==> src/design/bid_pkg.sv <==
`timescale 1ns / 1ps
// ---------------------------------------------------------------------------
// bid_pkg: shared types and codes for the bounded indexed deque
// Request and response item layouts, operation and status codes, and the
// command and status bundles between the controller and the datapath.
// ---------------------------------------------------------------------------
package bid_pkg;

	localparam logic [3:0] OP_PUSH_FRONT = 4'd0;
	localparam logic [3:0] OP_PUSH_BACK  = 4'd1;
	localparam logic [3:0] OP_POP_FRONT  = 4'd2;
	localparam logic [3:0] OP_POP_BACK   = 4'd3;
	localparam logic [3:0] OP_INSERT     = 4'd4;
	localparam logic [3:0] OP_REMOVE     = 4'd5;
	localparam logic [3:0] OP_READ       = 4'd6;
	localparam logic [3:0] OP_REVERSE    = 4'd7;
	localparam logic [3:0] OP_CLEAR      = 4'd8;

	localparam logic [1:0] ST_OK    = 2'd0;
	localparam logic [1:0] ST_EMPTY = 2'd1;
	localparam logic [1:0] ST_FULL  = 2'd2;
	localparam logic [1:0] ST_RANGE = 2'd3;

	typedef struct packed {
		logic [3:0]         op;
		logic signed [31:0] data_value;
		logic [4:0]         position;
	} req_t;

	typedef struct packed {
		logic signed [31:0] result_value;
		logic [1:0]         status;
		logic [4:0]         entry_count;
		logic               is_empty;
		logic signed [31:0] front_word;
		logic signed [31:0] back_word;
	} rsp_t;

	typedef enum logic [3:0] {
		S_IDLE,
		S_DECODE,
		S_WRITE,
		S_POP,
		S_READ,
		S_SHIFT,
		S_FRONT,
		S_BACK,
		S_FIN
	} state_t;

	typedef enum logic [2:0] {
		PTR_HOLD,
		PTR_GROW_FRONT,
		PTR_GROW_BACK,
		PTR_SHRINK_FRONT,
		PTR_SHRINK_BACK,
		PTR_TOGGLE,
		PTR_CLEAR
	} ptr_op_t;

	typedef enum logic [1:0] {
		SEL_FIRST,
		SEL_LAST,
		SEL_REQ
	} pos_sel_t;

	typedef struct packed {
		logic       load_req;
		ptr_op_t    ptr_op;
		logic       rd_en;
		pos_sel_t   rd_sel;
		logic       wr_en;
		pos_sel_t   wr_sel;
		logic       start_ins;
		logic       start_rem;
		logic       shift_step;
		logic       set_status;
		logic [1:0] status;
		logic       cap_value;
		logic       cap_front;
		logic       load_out;
	} dp_cmd_t;

	typedef struct packed {
		logic [3:0] op;
		logic       full;
		logic       empty;
		logic       pos_over;
		logic       pos_at_or_over;
		logic       shift_done;
	} dp_stat_t;

endpackage

==> src/design/bid_datapath.sv <==
`timescale 1ns / 1ps
// ---------------------------------------------------------------------------
// bid_datapath: word store, ring pointers and response register
// Holds the circular word memory with one write and one registered read
// port, the count / first-slot / direction registers, the shift cursor used
// by positional insert and remove, and the registered response item.
// ---------------------------------------------------------------------------
module bid_datapath #(
	parameter int DEPTH     = 16,
	parameter int WORD_BITS = 32
) (
	input  logic              clk,
	input  logic              arst_n,
	input  bid_pkg::req_t     req,
	input  bid_pkg::dp_cmd_t  cmd,
	output bid_pkg::dp_stat_t stat,
	output bid_pkg::rsp_t     rsp
);

	localparam int CW = $clog2(DEPTH + 1);
	localparam int AW = $clog2(DEPTH);
	localparam int XW = (CW > 5) ? CW : 5;

	// request latch
	logic [3:0]           req_op_q;
	logic [WORD_BITS-1:0] req_data_q;
	logic [4:0]           req_pos_q;

	// sequence state
	logic [CW-1:0] count_q;
	logic [AW-1:0] first_q;
	logic          rev_q;

	// shift cursor
	logic [CW-1:0] cur_q;
	logic [CW-1:0] wr_pos_q;
	logic [CW-1:0] rem_q;
	logic          up_q;
	logic          pend_q;

	logic [WORD_BITS-1:0] mem_q [DEPTH];
	logic [WORD_BITS-1:0] rd_q;
	logic [WORD_BITS-1:0] value_q;
	logic [WORD_BITS-1:0] front_q;
	logic [1:0]           status_q;
	bid_pkg::rsp_t        rsp_q;

	logic [XW-1:0]        pos_x;
	logic [XW-1:0]        cnt_x;
	logic [CW-1:0]        pos_c;
	logic [CW-1:0]        last_c;
	logic [AW-1:0]        first_dn;
	logic [AW-1:0]        first_up;
	logic [CW-1:0]        rd_pos;
	logic [CW-1:0]        wr_pos;
	logic [AW-1:0]        rd_slot;
	logic [AW-1:0]        wr_slot;
	logic                 rd_go;
	logic                 wr_go;
	logic [WORD_BITS-1:0] wr_word;
	logic                 is_empty;

	function automatic logic [AW-1:0] slot_of(
		input logic [CW-1:0] p,
		input logic [CW-1:0] cnt,
		input logic [AW-1:0] first,
		input logic          rev
	);
		logic [CW-1:0] off;
		logic [AW:0]   sum;
		off = rev ? (cnt - p - CW'(1)) : p;
		sum = {1'b0, first} + (AW+1)'(off);
		if (sum >= (AW+1)'(DEPTH)) begin
			sum = sum - (AW+1)'(DEPTH);
		end
		return sum[AW-1:0];
	endfunction

	function automatic logic [31:0] to32(input logic [WORD_BITS-1:0] w);
		logic [63:0] ext;
		ext = 64'(w);
		return ext[31:0];
	endfunction

	function automatic logic [WORD_BITS-1:0] from32(input logic [31:0] d);
		logic [63:0] ext;
		ext = {32'h0, d};
		return ext[WORD_BITS-1:0];
	endfunction

	function automatic logic [4:0] count5(input logic [CW-1:0] c);
		logic [63:0] ext;
		ext = 64'(c);
		return ext[4:0];
	endfunction

	assign pos_x    = XW'(req_pos_q);
	assign cnt_x    = XW'(count_q);
	assign pos_c    = pos_x[CW-1:0];
	assign last_c   = count_q - CW'(1);
	assign is_empty = (count_q == '0);
	assign first_dn = (first_q == '0) ? AW'(DEPTH - 1) : first_q - AW'(1);
	assign first_up = (first_q == AW'(DEPTH - 1)) ? '0 : first_q + AW'(1);

	assign stat.op             = req_op_q;
	assign stat.full           = (count_q >= CW'(DEPTH));
	assign stat.empty          = is_empty;
	assign stat.pos_over       = (pos_x > cnt_x);
	assign stat.pos_at_or_over = (pos_x >= cnt_x);
	assign stat.shift_done     = (rem_q == '0);

	always_comb begin
		unique case (cmd.rd_sel)
			bid_pkg::SEL_FIRST: rd_pos = '0;
			bid_pkg::SEL_LAST:  rd_pos = last_c;
			bid_pkg::SEL_REQ:   rd_pos = pos_c;
			default:            rd_pos = '0;
		endcase
		unique case (cmd.wr_sel)
			bid_pkg::SEL_FIRST: wr_pos = '0;
			bid_pkg::SEL_LAST:  wr_pos = last_c;
			bid_pkg::SEL_REQ:   wr_pos = pos_c;
			default:            wr_pos = '0;
		endcase
		wr_word = req_data_q;
		if (cmd.shift_step) begin
			rd_pos  = cur_q;
			wr_pos  = wr_pos_q;
			wr_word = rd_q;
		end
		rd_go = cmd.rd_en || (cmd.shift_step && (rem_q != '0));
		wr_go = cmd.wr_en || (cmd.shift_step && pend_q);
	end

	assign rd_slot = slot_of(rd_pos, count_q, first_q, rev_q);
	assign wr_slot = slot_of(wr_pos, count_q, first_q, rev_q);

	always_ff @(posedge clk) begin
		if (wr_go) begin
			mem_q[wr_slot] <= wr_word;
		end
		if (rd_go) begin
			rd_q <= mem_q[rd_slot];
		end
	end

	always_ff @(posedge clk or negedge arst_n) begin
		if (!arst_n) begin
			count_q <= '0;
			first_q <= '0;
			rev_q   <= 1'b0;
		end else begin
			unique case (cmd.ptr_op)
				bid_pkg::PTR_HOLD: ;
				bid_pkg::PTR_GROW_FRONT: begin
					if (!rev_q) first_q <= first_dn;
					count_q <= count_q + CW'(1);
				end
				bid_pkg::PTR_GROW_BACK: begin
					if (rev_q) first_q <= first_dn;
					count_q <= count_q + CW'(1);
				end
				bid_pkg::PTR_SHRINK_FRONT: begin
					if (!rev_q) first_q <= first_up;
					count_q <= count_q - CW'(1);
				end
				bid_pkg::PTR_SHRINK_BACK: begin
					if (rev_q) first_q <= first_up;
					count_q <= count_q - CW'(1);
				end
				bid_pkg::PTR_TOGGLE: begin
					rev_q <= ~rev_q;
				end
				bid_pkg::PTR_CLEAR: begin
					count_q <= '0;
					first_q <= '0;
					rev_q   <= 1'b0;
				end
				default: ;
			endcase
		end
	end

	// cursor walks away from the gap: down for insert, up for remove
	always_ff @(posedge clk or negedge arst_n) begin
		if (!arst_n) begin
			rem_q    <= '0;
			pend_q   <= 1'b0;
			up_q     <= 1'b0;
			cur_q    <= '0;
			wr_pos_q <= '0;
		end else if (cmd.start_ins) begin
			rem_q  <= CW'(cnt_x - pos_x);
			cur_q  <= last_c;
			up_q   <= 1'b0;
			pend_q <= 1'b0;
		end else if (cmd.start_rem) begin
			rem_q  <= CW'(cnt_x - pos_x - XW'(1));
			cur_q  <= CW'(pos_x + XW'(1));
			up_q   <= 1'b1;
			pend_q <= 1'b0;
		end else if (cmd.shift_step) begin
			if (rem_q != '0) begin
				cur_q    <= up_q ? cur_q + CW'(1) : cur_q - CW'(1);
				wr_pos_q <= up_q ? cur_q - CW'(1) : cur_q + CW'(1);
				rem_q    <= rem_q - CW'(1);
				pend_q   <= 1'b1;
			end else begin
				pend_q <= 1'b0;
			end
		end
	end

	always_ff @(posedge clk) begin
		if (cmd.load_req) begin
			req_op_q   <= req.op;
			req_data_q <= from32(req.data_value);
			req_pos_q  <= req.position;
		end
		if (cmd.set_status) begin
			status_q <= cmd.status;
			value_q  <= '0;
		end
		if (cmd.cap_value) begin
			value_q <= rd_q;
		end
		if (cmd.cap_front) begin
			front_q <= rd_q;
		end
		if (cmd.load_out) begin
			rsp_q.result_value <= to32(value_q);
			rsp_q.status       <= status_q;
			rsp_q.entry_count  <= count5(count_q);
			rsp_q.is_empty     <= is_empty;
			rsp_q.front_word   <= is_empty ? 32'sd0 : to32(front_q);
			rsp_q.back_word    <= is_empty ? 32'sd0 : to32(rd_q);
		end
	end

	assign rsp = rsp_q;

`ifndef SYNTHESIS
	a_grow_counts: assert property (@(posedge clk) disable iff (!arst_n)
		(cmd.ptr_op == bid_pkg::PTR_GROW_FRONT || cmd.ptr_op == bid_pkg::PTR_GROW_BACK)
		|=> count_q == $past(count_q) + CW'(1))
		else $error("count did not advance on grow");
	a_one_write: assert property (@(posedge clk) disable iff (!arst_n)
		(cmd.shift_step && pend_q) |-> !cmd.wr_en)
		else $error("shift commit collides with data write");
`endif

endmodule

==> src/design/bid_ctrl.sv <==
`timescale 1ns / 1ps
// ---------------------------------------------------------------------------
// bid_ctrl: request sequencer for the bounded indexed deque
// Decodes each item, steps the datapath through write, pop, read or shift,
// fetches the front and back words and hands the item to the response
// register when the output side can take it.
// ---------------------------------------------------------------------------
module bid_ctrl (
	input  logic              clk,
	input  logic              arst_n,
	input  logic              req_valid,
	output logic              req_ready,
	output logic              rsp_valid,
	input  logic              rsp_ready,
	input  bid_pkg::dp_stat_t stat,
	output bid_pkg::dp_cmd_t  cmd
);

	bid_pkg::state_t state_q;
	bid_pkg::state_t state_d;
	logic            rsp_valid_q;

	always_ff @(posedge clk or negedge arst_n) begin
		if (!arst_n) begin
			state_q <= bid_pkg::S_IDLE;
		end else begin
			state_q <= state_d;
		end
	end

	always_comb begin
		state_d      = state_q;
		cmd          = '0;
		cmd.load_req = req_valid && (state_q == bid_pkg::S_IDLE);
		unique case (state_q)
			bid_pkg::S_IDLE: begin
				if (req_valid) state_d = bid_pkg::S_DECODE;
			end
			bid_pkg::S_DECODE: begin
				cmd.set_status = 1'b1;
				cmd.status     = bid_pkg::ST_OK;
				state_d        = bid_pkg::S_FRONT;
				unique case (stat.op) inside
					bid_pkg::OP_PUSH_FRONT, bid_pkg::OP_PUSH_BACK: begin
						if (stat.full) begin
							cmd.status = bid_pkg::ST_FULL;
						end else begin
							cmd.ptr_op = (stat.op == bid_pkg::OP_PUSH_FRONT) ?
								bid_pkg::PTR_GROW_FRONT : bid_pkg::PTR_GROW_BACK;
							state_d = bid_pkg::S_WRITE;
						end
					end
					bid_pkg::OP_POP_FRONT, bid_pkg::OP_POP_BACK: begin
						if (stat.empty) begin
							cmd.status = bid_pkg::ST_EMPTY;
						end else begin
							cmd.rd_en  = 1'b1;
							cmd.rd_sel = (stat.op == bid_pkg::OP_POP_FRONT) ?
								bid_pkg::SEL_FIRST : bid_pkg::SEL_LAST;
							state_d = bid_pkg::S_POP;
						end
					end
					bid_pkg::OP_INSERT: begin
						if (stat.pos_over) begin
							cmd.status = bid_pkg::ST_RANGE;
						end else if (stat.full) begin
							cmd.status = bid_pkg::ST_FULL;
						end else begin
							cmd.ptr_op    = bid_pkg::PTR_GROW_BACK;
							cmd.start_ins = 1'b1;
							state_d       = bid_pkg::S_SHIFT;
						end
					end
					bid_pkg::OP_REMOVE: begin
						if (stat.pos_at_or_over) begin
							cmd.status = bid_pkg::ST_RANGE;
						end else begin
							cmd.start_rem = 1'b1;
							state_d       = bid_pkg::S_SHIFT;
						end
					end
					bid_pkg::OP_READ: begin
						if (stat.pos_at_or_over) begin
							cmd.status = bid_pkg::ST_RANGE;
						end else begin
							cmd.rd_en  = 1'b1;
							cmd.rd_sel = bid_pkg::SEL_REQ;
							state_d    = bid_pkg::S_READ;
						end
					end
					bid_pkg::OP_REVERSE: cmd.ptr_op = bid_pkg::PTR_TOGGLE;
					bid_pkg::OP_CLEAR:   cmd.ptr_op = bid_pkg::PTR_CLEAR;
					default: ;
				endcase
			end
			bid_pkg::S_WRITE: begin
				cmd.wr_en = 1'b1;
				if (stat.op == bid_pkg::OP_PUSH_FRONT) begin
					cmd.wr_sel = bid_pkg::SEL_FIRST;
				end else if (stat.op == bid_pkg::OP_PUSH_BACK) begin
					cmd.wr_sel = bid_pkg::SEL_LAST;
				end else begin
					cmd.wr_sel = bid_pkg::SEL_REQ;
				end
				state_d = bid_pkg::S_FRONT;
			end
			bid_pkg::S_POP: begin
				cmd.cap_value = 1'b1;
				cmd.ptr_op    = (stat.op == bid_pkg::OP_POP_FRONT) ?
					bid_pkg::PTR_SHRINK_FRONT : bid_pkg::PTR_SHRINK_BACK;
				state_d = bid_pkg::S_FRONT;
			end
			bid_pkg::S_READ: begin
				cmd.cap_value = 1'b1;
				state_d       = bid_pkg::S_FRONT;
			end
			bid_pkg::S_SHIFT: begin
				// one word moves per cycle; the last pending write lands here too
				cmd.shift_step = 1'b1;
				if (stat.shift_done) begin
					if (stat.op == bid_pkg::OP_REMOVE) begin
						cmd.ptr_op = bid_pkg::PTR_SHRINK_BACK;
						state_d    = bid_pkg::S_FRONT;
					end else begin
						state_d = bid_pkg::S_WRITE;
					end
				end
			end
			bid_pkg::S_FRONT: begin
				cmd.rd_en  = 1'b1;
				cmd.rd_sel = bid_pkg::SEL_FIRST;
				state_d    = bid_pkg::S_BACK;
			end
			bid_pkg::S_BACK: begin
				cmd.cap_front = 1'b1;
				cmd.rd_en     = 1'b1;
				cmd.rd_sel    = bid_pkg::SEL_LAST;
				state_d       = bid_pkg::S_FIN;
			end
			bid_pkg::S_FIN: begin
				// hold the back word in the read register until the output frees
				if (!rsp_valid_q || rsp_ready) begin
					cmd.load_out = 1'b1;
					state_d      = bid_pkg::S_IDLE;
				end
			end
			default: state_d = bid_pkg::S_IDLE;
		endcase
	end

	always_ff @(posedge clk or negedge arst_n) begin
		if (!arst_n) begin
			rsp_valid_q <= 1'b0;
		end else if (cmd.load_out) begin
			rsp_valid_q <= 1'b1;
		end else if (rsp_ready) begin
			rsp_valid_q <= 1'b0;
		end
	end

	assign req_ready = (state_q == bid_pkg::S_IDLE);
	assign rsp_valid = rsp_valid_q;

`ifndef SYNTHESIS
	a_accept_decodes: assert property (@(posedge clk) disable iff (!arst_n)
		(req_valid && req_ready) |=> state_q == bid_pkg::S_DECODE)
		else $error("accepted item not decoded");
	a_no_overwrite: assert property (@(posedge clk) disable iff (!arst_n)
		cmd.load_out |-> (!rsp_valid_q || rsp_ready))
		else $error("response register overwritten");
	a_shift_exit: assert property (@(posedge clk) disable iff (!arst_n)
		(state_q == bid_pkg::S_SHIFT && stat.shift_done)
		|=> (state_q == bid_pkg::S_WRITE || state_q == bid_pkg::S_FRONT))
		else $error("shift did not finish");
`endif

endmodule

==> src/design/bounded_indexed_deque_core.sv <==
`timescale 1ns / 1ps
// Sequence: each item is decoded; a push writes its word, a pop or read fetches one word;
// insert moves the words from its position on back, one word per cycle, then writes its word;
// remove moves the words behind it forward; then front and back are read for the response.
// Throughput: one item at a time; the next item is accepted the cycle after the
// response register loads, even while that response still waits to be taken.
// Reset: arst_n clears count, first slot, direction and handshake state; no sweep.
// ---------------------------------------------------------------------------
// bounded_indexed_deque_core: bounded deque with positional insert/remove
// Ties the request sequencer to the word-store datapath.
// ---------------------------------------------------------------------------
module bounded_indexed_deque_core #(
	parameter int DEPTH     = 16,
	parameter int WORD_BITS = 32
) (
	input  logic          clk,
	input  logic          arst_n,
	input  logic          req_valid,
	output logic          req_ready,
	input  bid_pkg::req_t req,
	output logic          rsp_valid,
	input  logic          rsp_ready,
	output bid_pkg::rsp_t rsp
);

	bid_pkg::dp_cmd_t  cmd;
	bid_pkg::dp_stat_t stat;

	bid_ctrl u_ctrl (
		.clk       (clk),
		.arst_n    (arst_n),
		.req_valid (req_valid),
		.req_ready (req_ready),
		.rsp_valid (rsp_valid),
		.rsp_ready (rsp_ready),
		.stat      (stat),
		.cmd       (cmd)
	);

	bid_datapath #(
		.DEPTH     (DEPTH),
		.WORD_BITS (WORD_BITS)
	) u_datapath (
		.clk    (clk),
		.arst_n (arst_n),
		.req    (req),
		.cmd    (cmd),
		.stat   (stat),
		.rsp    (rsp)
	);

endmodule

==> config.mk <==
export PLATFORM = sky130hd
export DESIGN_NAME = bounded_indexed_deque_core
export DESIGN_NICKNAME = d
export VERILOG_FILES = /design/src/design/bid_pkg.sv /design/src/design/bid_datapath.sv /design/src/design/bid_ctrl.sv /design/src/design/bounded_indexed_deque_core.sv
export SDC_FILE = /design/constraint.sdc
export NUM_CORES = 1
export LEC_CHECK = 0
export ABC_AREA = 1
export BUFFER_PORTS_ARGS = -buffer_cell sky130_fd_sc_hd__buf_2
export CORE_MARGIN = 3
export CORE_UTILIZATION = 30
export CTS_CLUSTER_SIZE = 24
export DETAILED_ROUTE_END_ITERATION = 12
export PLACE_DENSITY_LB_ADDON = 0.08
export SLEW_MARGIN = 20
export SYNTH_ARGS = -nofsm -noshare
export SYNTH_HDL_FRONTEND = slang
export SYNTH_SLANG_ARGS = --single-unit
==> constraint.sdc <==
create_clock -name clk -period 6.3 [get_ports clk]
set_input_delay 0.63 -clock clk [delete_from_list [all_inputs] [get_ports clk]]
set_output_delay 0.63 -clock clk [all_outputs]
set_load 0.02 [all_outputs]
# Word-level counts from Yosys, hierarchy flattened
# Memory sizes are Yosys's and may differ from the RTL's. A register that Yosys moved wholly into a read port is not among the register bits.
# Index checks and enable logic that the tools add are counted.
dict set report word_totals {
  regBits 243
  memories 1
  out_inout_bits 106
  input_bits 45
  latchBits 0
  ramBits 512
  rom_bits 0
}
dict set report classes {
  n_reduce_logical 32
  div 0
  muxes 86
  shift 0
  n_addsub 18
  multipliers 0
  n_eq_ne 34
  magnitude_cmp 5
  n_bitwise 3
}
# memory words word_bits read_ports rd_clocked_by_memory_dff wr line
set memory_table {}
lappend memory_table {u_datapath.mem_q 16 32 1 1 1 bid_datapath.sv:41} ;# logic [WORD_BITS-1:0] mem_q [DEPTH];
# op count
set ops {}
lappend ops {{32-bit two-way mux} 3}
lappend ops {{5-bit two-way mux} 14}
lappend ops {{4-bit two-way mux} 12}
lappend ops {{4-bit case mux with 5 select lines} 2}
lappend ops {{3-bit two-way mux} 12}
lappend ops {{4-bit by 3-bit equality test with 1-bit output, second input constant} 8}
lappend ops {{5-bit by 1-bit subtractor with 5-bit output, second input constant} 6}
lappend ops {{4-bit case mux with 7 select lines} 1}
lappend ops {{1-bit two-way mux} 22}
lappend ops {{2-bit two-way mux} 11}
lappend ops {{5-bit case mux with 2 select lines} 2}
lappend ops {{3-bit case mux with 3 select lines} 2}
lappend ops {{4-bit by 2-bit equality test with 1-bit output, second input constant} 4}
lappend ops {{5-bit by 1-bit adder with 5-bit output, second input constant} 3}
lappend ops {{5-bit >= comparator, second input constant} 3}
lappend ops {{5-bit case mux with 3 select lines} 1}
lappend ops {{5-bit subtractor} 3}
lappend ops {{4-bit equality test, second input constant} 3}
lappend ops {{4-bit logical NOT} 3}
lappend ops {{3-bit case mux with 4 select lines} 1}
lappend ops {{2-bit OR reduction} 6}
lappend ops {{4-bit by 1-bit subtractor with 4-bit output, second input constant} 3}
lappend ops {{4-bit by 5-bit adder with 5-bit output} 2}
lappend ops {{5-bit logical NOT} 2}
lappend ops {{26 further kinds} 49}

# Logic depth before layout (Yosys ltp)
# Gate-level depths: netlist of the first run.
dict set report depth {
  ltp_word 14
  depth_mapped 30
  ltp_nobuf 29
}

# Modules after synthesis
# From an unflattened synthesis of the first run, not the netlist that was laid out.
dict set report hier_totals {
  cells_unflattened 2598
  hier_area_um2 32217.1
}
# mod n_inst seq_area_each_um2 area_each_um2 cells_each
set by_module_without_submodules {}
lappend by_module_without_submodules {bid_datapath 1 23297.3 31532.7 2475}
lappend by_module_without_submodules {bid_ctrl 1 125.1 684.4 123}

# Least setup slack after synthesis of the first run
# No wires, ideal clock.
dict set report synth_path {
  path_kind {reg-to-reg}
  startpoint {reg u_ctrl.state_q[0]}
  endpoint {reg u_datapath.rsp_q, in the netlist u_datapath.rsp[0] (enable)}
  synth_period_minus_slack_ns 5.781
  arrival_time_ns 5.213
  required_ns 5.733
  setup_slack_ns 0.519
  path_stages_with_launch 6
  setup_ns 0.567
  path_cell_list {dfrtp_1 > nor2_1 > inv_1 > nor3_1 > inv_1 > nor2_1}
}
# element line
set synth_rtl {}
lappend synth_rtl {{start, declared} bid_ctrl.sv:19} ;# bid_pkg::state_t state_q;
lappend synth_rtl {{start signal, assigned} bid_ctrl.sv:25} ;# state_q <= bid_pkg::S_IDLE;
lappend synth_rtl {{start signal, assigned} bid_ctrl.sv:27} ;# state_q <= state_d;
lappend synth_rtl {{end, declared} bid_datapath.sv:46} ;# bid_pkg::rsp_t rsp_q;

# Worst setup path in the final report of the first run
dict set report layout_path {
  startpoint {reg u_ctrl.state_q[2]}
  endpoint {mem u_datapath.mem_q[8][28] (enable)}
}
dict set report layout_via {
  elab_chain_cells 11
}
# element line
set layout_lines {}
lappend layout_lines {{4-bit by 2-bit equality test with 1-bit output} bid_ctrl.sv:35} ;# unique case (state_q)
lappend layout_lines {{3-bit two-way mux} bid_ctrl.sv:35}
lappend layout_lines {{2-bit equality test or 2-bit by 1-bit equality test with 1-bit output (tied branches)} bid_datapath.sv:119} ;# unique case (cmd.wr_sel)
lappend layout_lines {{5-bit case mux with 2 select lines} bid_datapath.sv:119}
lappend layout_lines {{5-bit two-way mux} bid_datapath.sv:126} ;# if (cmd.shift_step) begin
lappend layout_lines {{5-bit subtractor} bid_datapath.sv:71} ;# off = rev ? (cnt - p - CW'(1)) : p;
lappend layout_lines {{5-bit by 1-bit subtractor with 5-bit output} bid_datapath.sv:71}
lappend layout_lines {{5-bit two-way mux} bid_datapath.sv:71}
lappend layout_lines {{4-bit by 5-bit adder with 5-bit output} bid_datapath.sv:72} ;# sum = {1'b0, first} + (AW+1)'(off);
lappend layout_lines {{4-bit by 1-bit subtractor with 4-bit output or 5-bit >= comparator (tied branches)} {bid_datapath.sv:74, bid_datapath.sv:73}}
lappend layout_lines {{4-bit two-way mux} bid_datapath.sv:73} ;# if (sum >= (AW+1)'(DEPTH)) begin
lappend layout_lines {{end, declared} bid_datapath.sv:41}
# Several ways; a longest one is shown, not always the timed one.

==> metrics.md, run 1 <==
| Metric | Value |
|---|---|
| Vias | 19,700 |
| Core Region | 104,000 um2 |
| Hold Buf Count CTS | 0 |
| Initial Util | 0.304 |
| WS Path Type | reg -> reg |
| Cells after DPL | 3,906 |
| # rows | 118 |
| FILL cells | 10,100 |
| Critical path fanouts, max | 17 |
| Final ANT Viol Nets | 0 |
| Compound-Gate Fraction of Synth Area | 0.105 |
| Minimum clock period | 5.82 ns |
| Die height | 330 um |
| Total global-route track usage | 0.162 |
| Layout cells sized above 1 | 0.172 |
| PD cells | 544 nW/um2 |
| Post_cts resized | 0 |
| Max-cap violations | 0 |
| Die Span X | 330 um |
| Number of global-route vias before repair | 20,100 |
| Async SR Flop Fraction | 0.0382 |
| I/O pin cnt | 151 |
| Main combinational cell family by area after synthesis | compound AO/OA/AOI/OAI gates |
| Final setup vio count | 0 |
| R2r worst-path depth | 26 |
| Starting DRT DRC Count | 1,475 |
| Setup TNS | 0 ns |
| Layout Skew | 0.0252 ns |
| Critical path data arrival time | 6.15 ns |
| Critical Path Sink Type | register |
| Top FF cell, synth | edfxtp_1 |
| Remaining DRCs | 0 |
| TritonCTS Sinks | 785 |
| Mapped Cells | 2,417 |
| Placer Congestion | 0.798 |
| Routed WL | 88,600 um |
| Total Die Area | 109,000 um2 |
| Synth Area in Simple Gates | 0.0943 |
| Reg-to-Reg End | u_datapath.mem_q[8][28] |
| Wire length per cell | 21.7 um |
| DR pass1 iterations | 5 |
| Largest net degree at the start of global routing | 179 |
| Setup bufs post-CTS | 0 |
| Pins Over Slew Limit | 0 |
| Hold Fails Final Rpt | 0 |
| Fmax | 0.172 GHz |
| Netlist Area Pre-Place | 31,600 um2 |
| Clk_lat worst skew | 0.65 ns |
| Num CTS Buffers | 90 |
| Layout Nets | 2,699 |
| Grt ovf | 0 |
| Synth Register Bits | 785 |
| Flop2flop setup slack | 0.48 ns |
| Worst hold-check path type | in -> async |
| Worst Tran Pin Value | 0.980 ns |
| First-pass GRT wire length | 131,000 um |
| Mux cell area share after synthesis | 0 |
| Syn Nets | 2,498 |
| Register area share after synthesis | 0.742 |
| RSZ-0062 raised after global routing | no |
| Status | complete, no violations |
| Finished Layout Cells | 4,073 |
| Register Area | 23,400 um2 |
| YS warnings | 0 |
| Post-synth EDFFs | 755 |
| Leakage | 13.3 nW |
| Xor/xnor share of the synthesized area | 0.00745 |
| Total Power | 20.5 mW |
| Root Driver | clkbuf_16 |
| Area growth, synth to finish | 19.4% |
| Worst Setup Start Kind | register |
| Antenna violations before repair | 1 |
| RR Startpoint | u_ctrl.state_q[2] |
| Synth cell types | 48 |
| Mean Syn Cell Area | 13.1 um2 |
| Worst EP required | 6.63 ns |
| HPWL Detailed | 50,700 um |
| Clock Pin Slew Worst Setup and Hold Paths | 0.06 ns |
| H-tree levels | 3 |
| Relative slew slack | 0.347 |
| Worst VDD drop | 0.392 mV |
| CTS tree | yes |
| Vias per cell | 4.84 |
| Crit share post-route | 0.923 |
| PortBufs | 150 |
| Adder-Cell Fraction of Synth Area | 0.0155 |
| Footprint of the multi-input gates | 7200 um2 |
| Clk buf depth | 3 |
[per-stage QoR]
| step | utilization | cell area (um2) | setup WS [ns] | hold slack (ns) |
|---|---|---|---|---|
| 2_1_floorplan | - | 31600 | 0.519 | 0.334 |
| 3_3_place_gp | 0.333 | 34600 | 0.528 | 0.404 |
| 3_5_place_dp | 0.333 | 34600 | 0.493 | 0.405 |
| 4_1_cts | 0.363 | 37700 | 0.460 | 0.0578 |
| 5_1_grt | 0.363 | 37700 | 0.0534 | 0.105 |
| 6_report | 0.363 | 37700 | 0.484 | 0.0896 |
[kinds of logic (layout without fill, tap and decap cells)]
| family | after synthesis | after routing |
|---|---|---|
| flip-flops | 785 | 785 |
| AND/OR/NAND/NOR | 739 | 739 |
| AO/OA/AOI/OAI | 548 | 548 |
| buffers and inverters | 283 | 557 |
| adder cells (fa/ha/maj) | 36 | 36 |
| XOR/XNOR | 26 | 26 |
| other | 0 | 2 |
[final cells by class]
cell class	instances	share of cell area
antenna	2	0.000133
clock buffer	104	0.0617
clock inverter	61	0.0199
inverter	156	0.0157
multi-input combinational	1349	0.191
sequential	785	0.622
tap	1380	0.0458
timing repair buffer	236	0.0440
[metal layers]
| metal | vias up | wire [um] | part of all wire | global-route usage |
|---|---|---|---|---|
| li1 | 9158 | - | - | - |
| met1 | 10000 | 41200 | 0.47 | 0.225 |
| met2 | 426 | 41300 | 0.47 | 0.260 |
| met3 | 124 | 4180 | 0.047 | 0.0271 |
| met4 | 0 | 1870 | 0.021 | 0.0465 |
| met5 | - | 0 | 0 | 0 |
[where the power goes]
part / leakage [nW] / internal (mW) / switching (mW) / total (mW)
combinational: 4.58 / 2.22 / 5.32 / 7.54
clock: 1.50 / 3.34 / 2.15 / 5.49
sequential: 7.24 / 7.13 / 0.349 / 7.48
total: 13.3 / 12.7 / 7.81 / 20.5
[cell usage in the layout (no fill, tap or decap), drive strengths merged, types with 5 or more instances in the layout]
| cell type | Yosys | final |
|---|---|---|
| ha | 31 | 31 |
| edfxtp | 755 | 755 |
| nor2 | 470 | 470 |
| inv | 156 | 162 |
| xnor2 | 7 | 7 |
| o211ai | 7 | 7 |
| a31oi | 33 | 33 |
| bufinv | 0 | 17 |
| o221a | 32 | 32 |
| nand3 | 48 | 48 |
| o22ai | 14 | 14 |
| clkinv | 0 | 34 |
| o21ai | 368 | 368 |
| xor2 | 19 | 19 |
| a22oi | 7 | 7 |
| clkbuf | 88 | 104 |
| a21oi | 20 | 20 |
| nand2 | 200 | 200 |
| buf | 39 | 236 |
| o221ai | 64 | 64 |
| dfrtp | 30 | 30 |
| nor3 | 11 | 11 |
| fa | 5 | 5 |
[worst max-delay path: stages, from the launching register on]
cell and delay, ns:
dfrtp_1 0.44, nor2_1 0.22, nand2_1 0.11, nor2_1 0.14, inv_1 0.07, nor2_1 0.13, inv_1 0.06, ha_1 0.17
inv_1 0.13, o22ai_1 0.09, a22oi_1 0.25, ha_1 0.23, inv_1 0.07, fa_1 0.40, xnor2_1 0.13, nand2_1 0.05
o21ai_0 0.12, ha_1 0.38, a21oi_1 0.14, nand2_1 0.08, xor2_1 0.15, xor2_1 0.18, or2_1 0.27, nand2_1 0.09
nand2_1 0.24, nor2_4 0.79, buf_4 0.36
[synthesized netlist by cell type (6+ instances only)]
master | count | area, um2
o22ai_1 | 14 | 87.6
nor3_1 | 10 | 50.1
ha_1 | 31 | 388
o221ai_1 | 64 | 561
inv_2 | 10 | 37.5
dfrtp_1 | 30 | 751
nor2_1 | 467 | 1750
xnor2_1 | 7 | 61.3
o21ai_0 | 327 | 1640
o21ai_1 | 39 | 195
clkbuf_1 | 88 | 330
o211ai_1 | 6 | 45.0
edfxtp_1 | 755 | 22700
nand2_1 | 193 | 724
inv_1 | 145 | 544
buf_1 | 9 | 33.8
a21oi_1 | 19 | 95.1
a31oi_1 | 33 | 206
a22oi_1 | 6 | 45.0
nand3_1 | 45 | 225
xor2_1 | 18 | 158
buf_2 | 24 | 120
o221a_2 | 32 | 360
[registers in the layout, indices dropped and copies added, names as in the netlist, 2 cells and up]
| register | cells |
|---|---|
| u_ctrl.state_q | 4 |
| u_datapath.cnt_x | 5 |
| u_datapath.cur_q | 4 |
| u_datapath.first_q | 4 |
| u_datapath.front_q | 32 |
| u_datapath.mem_q | 512 |
| u_datapath.pos_c | 5 |
| u_datapath.rd_q | 32 |
| u_datapath.rem_q | 5 |
| u_datapath.req_data_q | 32 |
| u_datapath.req_op_q | 4 |
| u_datapath.rsp | 104 |
| u_datapath.status_q | 2 |
| u_datapath.value_q | 32 |
| u_datapath.wr_pos_q | 4 |
[how the worst max path moves through the flow]
stage | startpoint | endpoint | slack [ns] | cells after the start
2_1_floorplan | u_ctrl.state_q[0] | u_datapath.rsp[0] | 0.52 | 5
3_3_place_gp | u_ctrl.state_q[2] | u_datapath.mem_q[8][0] | 0.53 | 26
3_5_place_dp | u_ctrl.state_q[2] | u_datapath.mem_q[8][28] | 0.49 | 26
4_1_cts | u_ctrl.state_q[2] | u_datapath.mem_q[8][24] | 0.46 | 26
5_1_grt | u_ctrl.state_q[2] | u_datapath.mem_q[8][24] | 0.05 | 26
6_report | u_ctrl.state_q[2] | u_datapath.mem_q[8][28] | 0.48 | 26
No activity file was read; power rests on OpenSTA's default activity.
==> run 2: changes to the inputs <==
--- a/config.mk
+++ b/config.mk
@@ -7,10 +7,13 @@
 export LEC_CHECK = 0
 export ABC_AREA = 1
 export BUFFER_PORTS_ARGS = -buffer_cell sky130_fd_sc_hd__buf_2
+export CELL_PAD_IN_SITES_DETAIL_PLACEMENT = 0
+export CELL_PAD_IN_SITES_GLOBAL_PLACEMENT = 1
 export CORE_MARGIN = 3
 export CORE_UTILIZATION = 30
 export CTS_CLUSTER_SIZE = 24
 export DETAILED_ROUTE_END_ITERATION = 12
+export GPL_TIMING_DRIVEN = 0
 export PLACE_DENSITY_LB_ADDON = 0.08
 export SLEW_MARGIN = 20
 export SYNTH_ARGS = -nofsm -noshare
==> constraint.sdc (replaced) <==
create_clock -name clk -period 4.9 [get_ports clk]
set_input_delay 0.49 -clock clk [delete_from_list [all_inputs] [get_ports clk]]
set_output_delay 0.49 -clock clk [all_outputs]
set_load 0.02 [all_outputs]
==> run 2 against run 1 <==
Total power is 43% higher. Routed wire length up 15%. Worst hold slack worse by 0.042 ns. Register-to-register slack got worse by 0.42 ns. Critical path type unchanged. Non-clock buffer count grew 222. Critical endpoint is now u_datapath.rd_q[26]. Count of clock-buffer cells in the layout increased by 15. Sequential power rose by 28%. Utilization grew 2.9 points.
==> metrics.md, run 2 (same netlist as run 1, synthesis figures left out) <==
| Metric | Value |
|---|---|
| Crit share post-route | 0.986 (+0.0633) |
| Max reg flops | 512 (unchanged) |
| Minimum clock period | 4.83 ns (-0.982 ns) |
| PortBufs | 150 (unchanged) |
| Initial Util | 0.304 (unchanged) |
| Layout Nets | 2,922 (+8.3%) |
| CP max stage delay | 0.55 ns (-0.24 ns) |
| Status | complete, no violations |
| Vias | 20,800 (+5.6%) |
| Placer Congestion | 0.807 (+1.2%) |
| Grt ovf | 0 (unchanged) |
| Relative slew slack | 0.391 (+0.0443) |
| Total Die Area | 109,000 um2 (unchanged) |
| Area growth, synth to finish | 28.8% |
| RR Startpoint | u_datapath.cnt_x[1] |
| Worst VDD drop | 0.353 mV (-9.9%) |
| HPWL Detailed | 70,000 um (+38%) |
| Flop2flop setup slack | 0.07 ns (-0.42 ns) |
| TritonCTS Sinks | 785 (unchanged) |
| I/O pin cnt | 151 (unchanged) |
| Die height | 330 um (unchanged) |
| Clk buf depth | 3 (unchanged) |
| Hold Path Cell Cnt | 1 |
| Number of global-route vias before repair | 21,000 (+4.7%) |
| Most common cell after layout, fill and taps aside | edfxtp_1 |
| Max-cap violations | 0 (unchanged) |
| Critical path fanouts, max | 6 (-11) |
| PD cells | 722 nW/um2 (+33%) |
| R2r worst-path depth | 30 (+15%) |
| Worst Tran Pin Value | 0.913 ns (-0.0665 ns) |
| Num CTS Buffers | 90 (unchanged) |
| WS Path Type | reg -> reg |
| Critical Path Sink Type | register |
| Hold WS | 0.0476 ns (-0.0419 ns) |
| H-tree levels | 3 (unchanged) |
| Critical path data arrival time | 5.33 ns (-0.82 ns) |
| Slowest library cell on the worst path | fa_2 |
| Total global-route track usage | 0.184 (+0.0227) |
| Largest net degree at the start of global routing | 33 (-82%) |
| Remaining DRCs | 0 (unchanged) |
| Die Span X | 330 um (unchanged) |
| Global-route track usage on met3 | 0.0278 (+0.000778) |
| # rows | 118 (unchanged) |
| Leakage | 14.6 nW (+9.3%) |
| Layout Skew | 0.0283 ns (+0.00316 ns) |
| Layout cells sized above 1 | 0.260 (+0.0881) |
| Final ANT Viol Nets | 0 (unchanged) |
| Most Used Layer, Global Route | met2 |
| Wire length per cell | 23.8 um (+9.2%) |
| RSZ-0062 raised after global routing | yes |
| Clock Pin Slew Worst Setup and Hold Paths | 0.06 ns (about the same) |
| Core Region | 104,000 um2 (unchanged) |
| Routed WL | 102,000 um (+15%) |
| Starting DRT DRC Count | 1,514 (+2.6%) |
| Hold path startpoint | req[28] |
| Worst hold-check path type | in -> reg |
| CTS tree | yes |
| Largest register by flop count | u_datapath.mem_q |
| Total Power | 29.4 mW (+43%) |
| Placed Area | 35,400 um2 (+2.2%) |
| Worst EP required | 5.39 ns (-1.24 ns) |
| GR Util met2 | 0.300 (+0.0398) |
| Register Area | 23,400 um2 (about the same) |
| First-pass GRT wire length | 146,000 um (+11%) |
| Root Driver | clkbuf_16 |
| Hold Fails Final Rpt | 0 (unchanged) |
| FILL cells | 9,880 (-2.0%) |
| Antenna violations before repair | 2 (+1) |
| Final setup vio count | 0 (unchanged) |
| Endpoint of the worst hold path | u_datapath.req_data_q[23] |
| Most frequent cells in the layout | edfxtp_1, nor2_1, o21ai_0 |
| Fmax | 0.207 GHz (+20%) |
| Pins Over Slew Limit | 0 (unchanged) |
| Clk_lat worst skew | 0.66 ns (about the same) |
| Reg-to-Reg End | u_datapath.rd_q[26] |
| Worst Setup Start Kind | register |
| GRT met1 Usage | 0.255 (+0.0304) |
| Footprint of the multi-input gates | 7930 um2 (+10%) |
| Vias per cell | 4.85 (about the same) |
| Final Cell Area | 40,700 um2 (+7.9%) |
| DR pass1 iterations | 7 (+2) |
[run 2: worst max-delay path, delay by kind of cell, from the launching register on]
kind / cells / cell delay (ns)
buffers and inverters: 10 / 1.08
AND/OR/NAND/NOR: 9 / 0.67
adder cells (fa/ha/maj): 5 / 1.70
flip-flops: 1 / 0.44
AO/OA/AOI/OAI: 6 / 0.70
[run 2: power breakdown]
part | internal [mW] | switching, mW | total, mW
Sequential | 9.17 | 0.375 | 9.55
Combinational | 4.13 | 8.95 | 13.1
Clock | 4.00 | 2.74 | 6.74
[run 2: per-layer routing]
| metal | wire length, um | vias up | share of wire |
|---|---|---|---|
| met1 | 47200 | 10600 | 0.46 |
| met5 | 13 | - | 0.00013 |
| met2 | 47500 | 487 | 0.47 |
| li1 | - | 9650 | - |
| met4 | 2750 | 2 | 0.027 |
| met3 | 4650 | 136 | 0.046 |
[run 2: layout make-up]
type | count | share of cell area
Timing Repair Buffer | 332 | 0.0762
Buffer | 126 | 0.0225
Inverter | 156 | 0.0153
Sequential cell | 785 | 0.576
Tap cell | 1380 | 0.0425
Clock inverter | 49 | 0.0130
Antenna cell | 2 | 0.000123
Clock buffer | 119 | 0.0593
Multi-Input combinational cell | 1350 | 0.195
[run 2: what timing repair did]
item | CTS | global route
gates resized for setup | 195 | 172
pin swaps | 36 | 79
hold endpoints to repair | 69 | 0
cloned | 1 | 5
setup buffers | 51 | 22
hold buffers | 40 | 0
endpoints found under the setup margin | 544 | 544
[run 2: how the worst max path moves through the flow]
stage	start	end	slack, ns	cells after the start
after global placement	u_datapath.cnt_x[1]	u_datapath.mem_q[14][15]	-3.22	18
after detailed placement	u_datapath.cnt_x[1]	u_datapath.rd_q[28]	-2.18	25
after CTS	u_datapath.cnt_x[1]	u_datapath.rd_q[26]	-0.02	28
after global routing	u_datapath.cnt_x[2]	u_datapath.rd_q[21]	-0.12	30
after floorplan	u_ctrl.state_q[2]	u_datapath.mem_q[10][0]	-0.51	25
final	u_datapath.cnt_x[1]	u_datapath.rd_q[26]	0.07	30
[run 2: per-stage QoR]
stage	TNS, ns	utilization	std cells	setup slack, ns
4_1_cts	-0.0259	0.384	4271	-0.0180
6_report	0	0.391	4299	0.0664
3_5_place_dp	-296.14	0.340	4011	-2.18
5_1_grt	-2.42	0.391	4298	-0.119
2_1_floorplan	-130.34	-	2417	-0.512
3_3_place_gp	-1513.04	0.328	3947	-3.22
